**src/ilf_pkg.sv**
```systemverilog
// Shared constants and types for the indentation layout filter.
package ilf_pkg;

  localparam int MaxLevelsDefault = 32;
  localparam int ColW = 16;
  localparam int OffW = 32;

  typedef logic [1:0] kind_t;
  localparam kind_t KindToken   = 2'd0;
  localparam kind_t KindNewline = 2'd1;
  localparam kind_t KindIndent  = 2'd2;
  localparam kind_t KindDedent  = 2'd3;

  typedef logic [1:0] class_t;
  localparam class_t ClassPlain = 2'd0;
  localparam class_t ClassOpen  = 2'd1;
  localparam class_t ClassClose = 2'd2;
  localparam class_t ClassEof   = 2'd3;

  typedef logic [1:0] diag_t;
  localparam diag_t BrDiagNone      = 2'd0;
  localparam diag_t BrDiagAbandoned = 2'd1;
  localparam diag_t BrDiagUnclosed  = 2'd2;
  localparam diag_t LyDiagNone      = 2'd0;
  localparam diag_t LyDiagTooDeep   = 2'd1;
  localparam diag_t LyDiagNoLevel   = 2'd2;

  localparam logic [15:0] DepthMax = 16'hFFFF;

endpackage

```
**src/ilf_ram.sv**
```systemverilog
// Generic single-write, single-read RAM with registered read data.
module ilf_ram #(
  parameter int WIDTH = 16,
  parameter int DEPTH = 32
) (
  input  logic                     clk_i,
  input  logic                     we_i,
  input  logic [$clog2(DEPTH)-1:0] waddr_i,
  input  logic [WIDTH-1:0]         wdata_i,
  input  logic                     re_i,
  input  logic [$clog2(DEPTH)-1:0] raddr_i,
  output logic [WIDTH-1:0]         rdata_o
);

  logic [WIDTH-1:0] mem [DEPTH];
  logic [WIDTH-1:0] rdata_q;

  always_ff @(posedge clk_i) begin
    if (we_i) begin
      mem[waddr_i] <= wdata_i;
    end
    if (re_i) begin
      rdata_q <= mem[raddr_i];
    end
  end

  assign rdata_o = rdata_q;

endmodule

```
**src/indentation_layout_filter.sv**
```systemverilog
// Indentation layout filter: inserts NEWLINE, INDENT and DEDENT tokens by the offside rule.
// Each accepted item is captured in IDLE and classified in HEAD; results are registered at the output.
// Steps: IDLE, HEAD and TOK per item, plus CMP for the column compare of a new line and NL per NEWLINE.
// A pop run adds POP for its final check and POP plus POPW per DEDENT, for the registered stack read.
// Input is stalled while an item is in work; a stalled output holds the item in work.
// Reset clears the level stack to the single bottom level and all bracket state; no clearing pass.
module indentation_layout_filter #(
  parameter int MAX_LEVELS = ilf_pkg::MaxLevelsDefault
) (
  input  logic                  clk_i,
  input  logic                  rst_ni,
  input  logic                  in_valid_i,
  output logic                  in_stall_o,
  input  ilf_pkg::class_t       tok_class_i,
  input  logic                  first_on_line_i,
  input  logic                  continuation_lead_i,
  input  logic [15:0]           column_i,
  input  logic [31:0]           src_offset_i,
  input  logic [15:0]           tok_length_i,
  input  logic [15:0]           token_code_i,
  output logic                  out_valid_o,
  input  logic                  out_stall_i,
  output ilf_pkg::kind_t        out_kind_o,
  output logic [15:0]           out_code_o,
  output logic [15:0]           out_column_o,
  output logic [31:0]           out_offset_o,
  output logic [15:0]           out_length_o,
  output ilf_pkg::diag_t        bracket_diag_o,
  output ilf_pkg::diag_t        layout_diag_o,
  output logic [31:0]           diag_offset_o,
  output logic [15:0]           nearest_column_o,
  output logic                  last_o
);
  import ilf_pkg::*;

  localparam int AW = $clog2(MAX_LEVELS);
  localparam logic [AW-1:0] TopMax = AW'(MAX_LEVELS - 1);

  localparam logic [2:0] S_IDLE = 3'd0;
  localparam logic [2:0] S_HEAD = 3'd1;
  localparam logic [2:0] S_NL   = 3'd2;
  localparam logic [2:0] S_CMP  = 3'd3;
  localparam logic [2:0] S_POP  = 3'd4;
  localparam logic [2:0] S_POPW = 3'd5;
  localparam logic [2:0] S_TOK  = 3'd6;

  logic [2:0]    state_q, state_d;
  class_t        cls_q;
  logic          fol_q, cont_q;
  logic [15:0]   col_q, len_q, code_q;
  logic [31:0]   off_q;

  logic [AW-1:0] top_q, top_d;
  logic [15:0]   top_col_q, top_col_d;
  logic [15:0]   depth_q, depth_d;
  logic [15:0]   bbc_q, bbc_d;
  logic [31:0]   opener_q, opener_d;
  logic          bfi_q, bfi_d;

  diag_t         bdiag_q, bdiag_d, ldiag_q, ldiag_d;
  logic [31:0]   doff_q, doff_d;
  logic [15:0]   nearest_q, nearest_d;

  logic          out_valid_q, out_valid_d;
  kind_t         out_kind_q;
  logic [15:0]   out_code_q, out_len_q, out_near_q;
  logic          out_last_q;
  diag_t         out_bdiag_q, out_ldiag_q;
  logic [31:0]   out_doff_q;

  logic          out_free;
  logic          emit;
  kind_t         emit_kind;
  logic          eof;
  logic          pop_more;

  logic          ram_we, ram_re;
  logic [AW-1:0] ram_waddr, ram_raddr;
  logic [15:0]   ram_rdata;

  assign out_free   = !out_valid_q || !out_stall_i;
  assign in_stall_o = (state_q != S_IDLE);
  assign eof        = (cls_q == ClassEof);
  assign pop_more   = (top_q != '0) && (eof || (top_col_q > col_q));

  ilf_ram #(
    .WIDTH(16),
    .DEPTH(MAX_LEVELS)
  ) u_levels (
    .clk_i  (clk_i),
    .we_i   (ram_we),
    .waddr_i(ram_waddr),
    .wdata_i(col_q),
    .re_i   (ram_re),
    .raddr_i(ram_raddr),
    .rdata_o(ram_rdata)
  );

  always_comb begin
    state_d   = state_q;
    top_d     = top_q;
    top_col_d = top_col_q;
    depth_d   = depth_q;
    bbc_d     = bbc_q;
    opener_d  = opener_q;
    bfi_d     = bfi_q;
    bdiag_d   = bdiag_q;
    ldiag_d   = ldiag_q;
    doff_d    = doff_q;
    nearest_d = nearest_q;
    emit      = 1'b0;
    emit_kind = KindToken;
    ram_we    = 1'b0;
    ram_re    = 1'b0;
    ram_waddr = AW'(top_q + 1'b1);
    ram_raddr = AW'(top_q - 1'b1);
    case (state_q)
      S_IDLE: begin
        bdiag_d   = BrDiagNone;
        ldiag_d   = LyDiagNone;
        doff_d    = '0;
        nearest_d = '0;
        if (in_valid_i) begin
          state_d = S_HEAD;
        end
      end
      S_HEAD: begin
        if (eof) begin
          if (depth_q != '0) begin
            bdiag_d = BrDiagUnclosed;
            doff_d  = opener_q;
          end
          state_d = bfi_q ? S_POP : S_NL;
        end else if (fol_q) begin
          if (depth_q != '0 && !cont_q && col_q <= bbc_q) begin
            bdiag_d = BrDiagAbandoned;
            doff_d  = opener_q;
            depth_d = '0;
          end
          if (depth_d == '0) begin
            bfi_d = 1'b0;
            if (cont_q) begin
              state_d = S_POP;
            end else begin
              state_d = bfi_q ? S_CMP : S_NL;
            end
          end else begin
            state_d = S_TOK;
          end
        end else begin
          state_d = S_TOK;
        end
      end
      S_NL: begin
        if (out_free) begin
          emit      = 1'b1;
          emit_kind = KindNewline;
          state_d   = eof ? S_POP : S_CMP;
        end
      end
      S_CMP: begin
        if (col_q > top_col_q) begin
          if (top_q == TopMax) begin
            ldiag_d = LyDiagTooDeep;
            state_d = S_TOK;
          end else if (out_free) begin
            emit      = 1'b1;
            emit_kind = KindIndent;
            ram_we    = 1'b1;
            top_d     = AW'(top_q + 1'b1);
            top_col_d = col_q;
            state_d   = S_TOK;
          end
        end else if (col_q < top_col_q) begin
          state_d = S_POP;
        end else begin
          state_d = S_TOK;
        end
      end
      S_POP: begin
        if (pop_more) begin
          if (out_free) begin
            emit      = 1'b1;
            emit_kind = KindDedent;
            ram_re    = 1'b1;
            top_d     = AW'(top_q - 1'b1);
            state_d   = S_POPW;
          end
        end else if (eof || cont_q || top_col_q == col_q) begin
          state_d = S_TOK;
        end else begin
          ldiag_d   = LyDiagNoLevel;
          nearest_d = top_col_q;
          if (top_q == TopMax) begin
            state_d = S_TOK;
          end else if (out_free) begin
            emit      = 1'b1;
            emit_kind = KindIndent;
            ram_we    = 1'b1;
            top_d     = AW'(top_q + 1'b1);
            top_col_d = col_q;
            state_d   = S_TOK;
          end
        end
      end
      S_POPW: begin
        top_col_d = (top_q == '0) ? 16'd1 : ram_rdata;
        state_d   = S_POP;
      end
      S_TOK: begin
        if (out_free) begin
          emit      = 1'b1;
          emit_kind = KindToken;
          state_d   = S_IDLE;
          if (eof) begin
            top_d     = '0;
            top_col_d = 16'd1;
            depth_d   = '0;
            bbc_d     = '0;
            opener_d  = '0;
            bfi_d     = 1'b1;
          end else if (cls_q == ClassOpen) begin
            if (depth_q == '0) begin
              bbc_d    = top_col_q;
              opener_d = off_q;
            end
            if (depth_q != DepthMax) begin
              depth_d = depth_q + 16'd1;
            end
          end else if (cls_q == ClassClose) begin
            if (depth_q != '0) begin
              depth_d = depth_q - 16'd1;
            end
          end
        end
      end
      default: begin
        state_d = S_IDLE;
      end
    endcase
  end

  always_comb begin
    out_valid_d = out_valid_q;
    if (emit) begin
      out_valid_d = 1'b1;
    end else if (!out_stall_i) begin
      out_valid_d = 1'b0;
    end
  end

  always_ff @(posedge clk_i or negedge rst_ni) begin
    if (!rst_ni) begin
      state_q     <= S_IDLE;
      top_q       <= '0;
      top_col_q   <= 16'd1;
      depth_q     <= '0;
      bbc_q       <= '0;
      opener_q    <= '0;
      bfi_q       <= 1'b1;
      out_valid_q <= 1'b0;
    end else begin
      state_q     <= state_d;
      top_q       <= top_d;
      top_col_q   <= top_col_d;
      depth_q     <= depth_d;
      bbc_q       <= bbc_d;
      opener_q    <= opener_d;
      bfi_q       <= bfi_d;
      out_valid_q <= out_valid_d;
    end
  end

  always_ff @(posedge clk_i) begin
    bdiag_q   <= bdiag_d;
    ldiag_q   <= ldiag_d;
    doff_q    <= doff_d;
    nearest_q <= nearest_d;
    if (state_q == S_IDLE && in_valid_i) begin
      cls_q  <= tok_class_i;
      fol_q  <= first_on_line_i;
      cont_q <= continuation_lead_i;
      col_q  <= column_i;
      off_q  <= src_offset_i;
      len_q  <= tok_length_i;
      code_q <= token_code_i;
    end
    if (emit) begin
      out_kind_q <= emit_kind;
      out_last_q <= (emit_kind == KindToken);
      out_code_q <= (emit_kind == KindToken) ? code_q : 16'd0;
      out_len_q  <= (emit_kind == KindToken) ? len_q : 16'd0;
      if (emit_kind == KindToken) begin
        out_bdiag_q <= bdiag_q;
        out_ldiag_q <= ldiag_q;
        out_doff_q  <= doff_q;
        out_near_q  <= nearest_q;
      end else begin
        out_bdiag_q <= BrDiagNone;
        out_ldiag_q <= LyDiagNone;
        out_doff_q  <= '0;
        out_near_q  <= '0;
      end
    end
  end

  logic [15:0] out_col_q;
  logic [31:0] out_off_q;

  always_ff @(posedge clk_i) begin
    if (emit) begin
      out_col_q <= col_q;
      out_off_q <= off_q;
    end
  end

  assign out_valid_o      = out_valid_q;
  assign out_kind_o       = out_kind_q;
  assign out_code_o       = out_code_q;
  assign out_column_o     = out_col_q;
  assign out_offset_o     = out_off_q;
  assign out_length_o     = out_len_q;
  assign bracket_diag_o   = out_bdiag_q;
  assign layout_diag_o    = out_ldiag_q;
  assign diag_offset_o    = out_doff_q;
  assign nearest_column_o = out_near_q;
  assign last_o           = out_last_q;

  // The bottom level always stands at column 1 once any pending pop read has landed.
  a_bottom_col : assert property (@(posedge clk_i) disable iff (!rst_ni)
    (state_q != S_POPW && top_q == '0) |-> top_col_q == 16'd1)
    else $error("bottom level column is not 1");

  a_popw_after_pop : assert property (@(posedge clk_i) disable iff (!rst_ni)
    (state_q == S_POPW) |-> ($past(state_q) == S_POP))
    else $error("pop wait state entered without a pop");

  a_last_is_token : assert property (@(posedge clk_i) disable iff (!rst_ni)
    out_valid_o |-> (last_o == (out_kind_o == KindToken)))
    else $error("last flag does not match the copied token");

  a_diag_on_last : assert property (@(posedge clk_i) disable iff (!rst_ni)
    (out_valid_o && !last_o) |-> (bracket_diag_o == BrDiagNone && layout_diag_o == LyDiagNone))
    else $error("diagnostics on a result that is not the last");

  a_tok_ends_item : assert property (@(posedge clk_i) disable iff (!rst_ni)
    (state_q == S_TOK && out_free) |=> state_q == S_IDLE)
    else $error("item did not finish after its token transfer");

endmodule
```
**config.mk**
```make
export PLATFORM = sky130hd
export DESIGN_NAME = indentation_layout_filter
export DESIGN_NICKNAME = d
export VERILOG_FILES = /design/src/ilf_pkg.sv /design/src/ilf_ram.sv /design/src/indentation_layout_filter.sv
export SDC_FILE = /design/constraint.sdc
export NUM_CORES = 1
export LEC_CHECK = 0
export ABC_CLOCK_PERIOD_IN_PS = 11300
export BUFFER_PORTS_ARGS = -buffer_cell sky130_fd_sc_hd__buf_2
export CAP_MARGIN = 15
export CORE_MARGIN = 2
export CORE_UTILIZATION = 50
export DETAILED_ROUTE_END_ITERATION = 7
export PLACE_DENSITY = 0.7
export SKIP_LAST_GASP = 1
export SYNTH_ARGS = -nofsm -noshare
export SYNTH_HDL_FRONTEND = slang
export SYNTH_SLANG_ARGS = --single-unit
```
**constraint.sdc**
```tcl
create_clock -name clk_i -period 11.3 [get_ports clk_i]
set_input_delay 1.13 -clock clk_i [delete_from_list [all_inputs] [get_ports clk_i]]
set_output_delay 1.13 -clock clk_i [all_outputs]
set_load 0.02 [all_outputs]
```
==> summary.md <==
| Metric | Value |
|---|---|
| Minimum clock period | 5.02 ns |
| CP endpoint | out_offset_o[6] |
| Crit end category | register |
| Fmax | 199 MHz |
| RSZ-0062 raised after global routing | no |
| Post-synth EDFFs | 799 |
| Fin. max-slew vios | 0 |
| Synthesized cell area | 35000 sq um |
| # rows | 96 |
| Final Hold Fails | 0 |
| Clk_lat worst skew | 0.64 ns |
| Vias in the first global route | 18466 |
| Worst path required time | 11.56 ns |
| Largest family of logic cells by synthesized area | multiplexers |
| Sequential area share after synthesis | 0.751 |
| Yosys Warn Count | 0 |
| HP Class | input pin to asynchronous set/reset pin |
| Mux cell area share after synthesis | 0.109 |
| R2R Path End | out_offset_o[6] |
| Top_reg_cell synth | edfxtp_1 |
| Setup CP Type | register to register |
| Most frequent cells in the layout | edfxtp_1 (799), buf_2 (223), mux4_2 (160) |
| Layout cells sized above 1 | 0.280 |
| Adder-cell area share of the yosys netlist | 0.0192 |
| Remaining DRCs | 0 |
| Critical Path, Cell by Cell | inv_1, ha_1, nor3b_4, and2b_2, a211oi_2, a21oi_2, nor2_1, o21ai_0, o21ai_4, buf_4, buf_4 |
| MaxCap Viol Count | 0 |
| Syn nets | 2045 |
| R2r startpoint | top_q[0] |
| Period utilisation layout | 0.444 |
| Core ar. | 68900 sq um |
| Status | finished, final reports clean |
| Overall routing resource usage | 0.217 |
| Die Ht | 268 um |
| Clk sinks | 889 |
| Simple-gate share of the synthesized area | 0.0608 |
| Critical Path Start | top_q[0] |
| Peak supply drop | 218 uV |
| Slowest cell on the critical path | dfrtp_4 |
| Vias/cell | 5.81 |
| H-tree depth | 3 |
| CP most frequent cell | buf_4 |
| Arr. time, crit path | 5.28 ns |
| Setup-failing EPs final | 0 |
| First-pass GRT wire length | 116000 um |
| WL final | 77500 um |
| Via count | 18562 |
| DRT iter0 DRCs | 1927 |
| Worst Reg-to-Reg Cells | 11 |
| Clock skew | 0.0281 ns |
| Pre-antenna DRT Iters | 5 |
| Avg Synthesized Cell Area | 18.4 sq um |
| I/O pin total | 225 |
| Slew @ Worst Pin | 1.16 ns |
| Static Leak | 14.4 nW |
| Critical path's largest stage delay | 1.07 ns |
| Synth Area in XOR/XNOR | 0.00451 |
| Post-synthesis async set-or-reset flop share | 0.101 |
| Initial Util | 0.507 |
| CTS resizes | 0 |
| Antenna violations before repair | 4 |
| Post-synth cell types | 74 |
| Clk root buf | clkbuf_16 |
| Synth Register Bits | 889 |
| Setup slack, reg-to-reg | 6.28 ns |
| Syn-to-layout area delta | 16.0% |
| Startpoint types | register |
| Routed WL per cell | 24.3 um |
| Clk buf depth | 3 |
| Synthesized instance count | 1904 |
| Largest net degree at the start of global routing | 97 |
| Port Buffers | 224 |
| Global route overflow | 0 |
| Post-DP Area | 37400 sq um |
| Most common cell after layout, fill and taps aside | edfxtp_1 |
| GP Congestion | 0.881 |
| Hpwl dp | 46300 um |
| Die area | 72000 sq um |
| Final ANT Viol Nets | 0 |
| Postcts setup bufs | 0 |
| Die Wd | 268 um |
| CP Max Fanout | 75 |
| Largest delay contributor family on the critical path | buffers and inverters |
| Setup TNS | 0 ns |
| Compound-Gate Fraction of Synth Area | 0.0396 |
| Cell Pwr Density | 294 nW/um^2 |
| Number of cells on the critical path | 11 |
| Slew margin rel. | 0.225 |
| CP bufs+invs | 3 |
| CTS Buf Count | 87 |
| Final instance area | 40500 sq um |
| Clock-pin slew on the worst setup and hold paths | 0.06 ns |
| Nets@finish | 2335 |
| Hold_buf cts | 0 |
| TritonCTS clock tree | yes |
-- cell type report --
| class | count | area [sq um] |
|---|---|---|
| Antenna cell | 2 | 5.00 |
| Clock buffer | 112 | 2390 |
| Clock inverter | 44 | 676 |
| Fill cell | 5018 | 28400 |
| Inverter | 47 | 176 |
| Multi-Input combinational cell | 882 | 8220 |
| Sequential cell | 889 | 26300 |
| Tap cell | 931 | 1160 |
| Timing Repair Buffer | 287 | 1660 |
-- stage by stage --
stage | hold slack, ns | worst slack, ns | instances | power [mW] | util
after global routing | 0.459 | 5.74 | 3194 | 12.5 | 0.588
after global placement | 0.436 | 6.30 | 3033 | 8.79 | 0.542
after detailed placement | 0.436 | 6.21 | 3033 | 8.88 | 0.542
after CTS | 0.453 | 6.19 | 3189 | 12.0 | 0.587
final | 0.453 | 6.28 | 3194 | 11.9 | 0.588
after floorplan | 0.426 | 3.23 | 1904 | 7.72 | -
-- worst reg2reg max path, cell delays in order (launching register included) --
cell	delay (ns)
dfrtp_4	1.07
inv_1	0.31
ha_1	0.34
nor3b_4	0.18
and2b_2	0.26
a211oi_2	0.18
a21oi_2	0.20
nor2_1	0.20
o21ai_0	0.25
o21ai_4	0.12
buf_4	0.72
buf_4	0.77
-- cell usage after synthesis, types with 13 or more instances --
cell type	n	share of area
dfrtp_1	88	0.063
nand2_1	132	0.014
mux2_2	16	0.0052
inv_1	46	0.0049
mux4_2	160	0.10
nor2b_1	14	0.0025
nand3_1	14	0.0020
nor3_1	13	0.0019
nor2_1	75	0.0081
buf_2	19	0.0027
and3_1	36	0.0064
ha_1	52	0.019
and2_1	89	0.016
o31ai_1	16	0.0034
edfxtp_1	799	0.69
o21ai_0	60	0.0086
clkbuf_1	48	0.0052
a221oi_1	15	0.0038
a21oi_1	50	0.0072
-- flip-flops by register name, indices dropped and copies added, names as in the netlist, 32 cells and up --
register,cells
opener_q,32
off_q,32
out_offset_o,32
doff_q,32
diag_offset_o,32
u_levels.mem,512
-- kinds of logic (layout without fill, tap and decap cells) --
logic type | after synthesis | after routing
other | 0 | 2
flip-flops | 889 | 889
AND/OR/NAND/NOR | 422 | 422
AO/OA/AOI/OAI | 212 | 212
XOR/XNOR | 18 | 18
buffers and inverters | 133 | 490
adder cells (fa/ha/maj) | 53 | 53
multiplexers | 177 | 177
-- metal layers --
metal	track usage	wire (um)	vias up
li1	-	-	8072
met1	0.299	31600	9558
met2	0.357	38000	795
met3	0.0322	5530	135
met4	0.0776	2460	2
met5	0	12	-
-- power by group --
part | switching (mW) | internal, mW | leakage (nW) | total [mW]
Sequential | 0.299 | 4.51 | 8.47 | 4.81
Combinational | 2.39 | 1.63 | 4.42 | 4.02
Clock | 1.21 | 1.86 | 1.50 | 3.07
Total | 3.90 | 8.00 | 14.4 | 11.9
-- worst min-delay path by stage --
stage | from | endpoint | slack, ns
6_report | rst_ni | opener_q[5] | 0.45
5_1_grt | off_q[24] | out_offset_o[24] | 0.46
4_1_cts | off_q[24] | out_offset_o[24] | 0.45
3_5_place_dp | off_q[18] | out_offset_o[18] | 0.44
3_3_place_gp | off_q[5] | out_offset_o[5] | 0.44
2_1_floorplan | off_q[0] | out_offset_o[0] | 0.43
No activity file was read; power rests on OpenSTA's default activity.
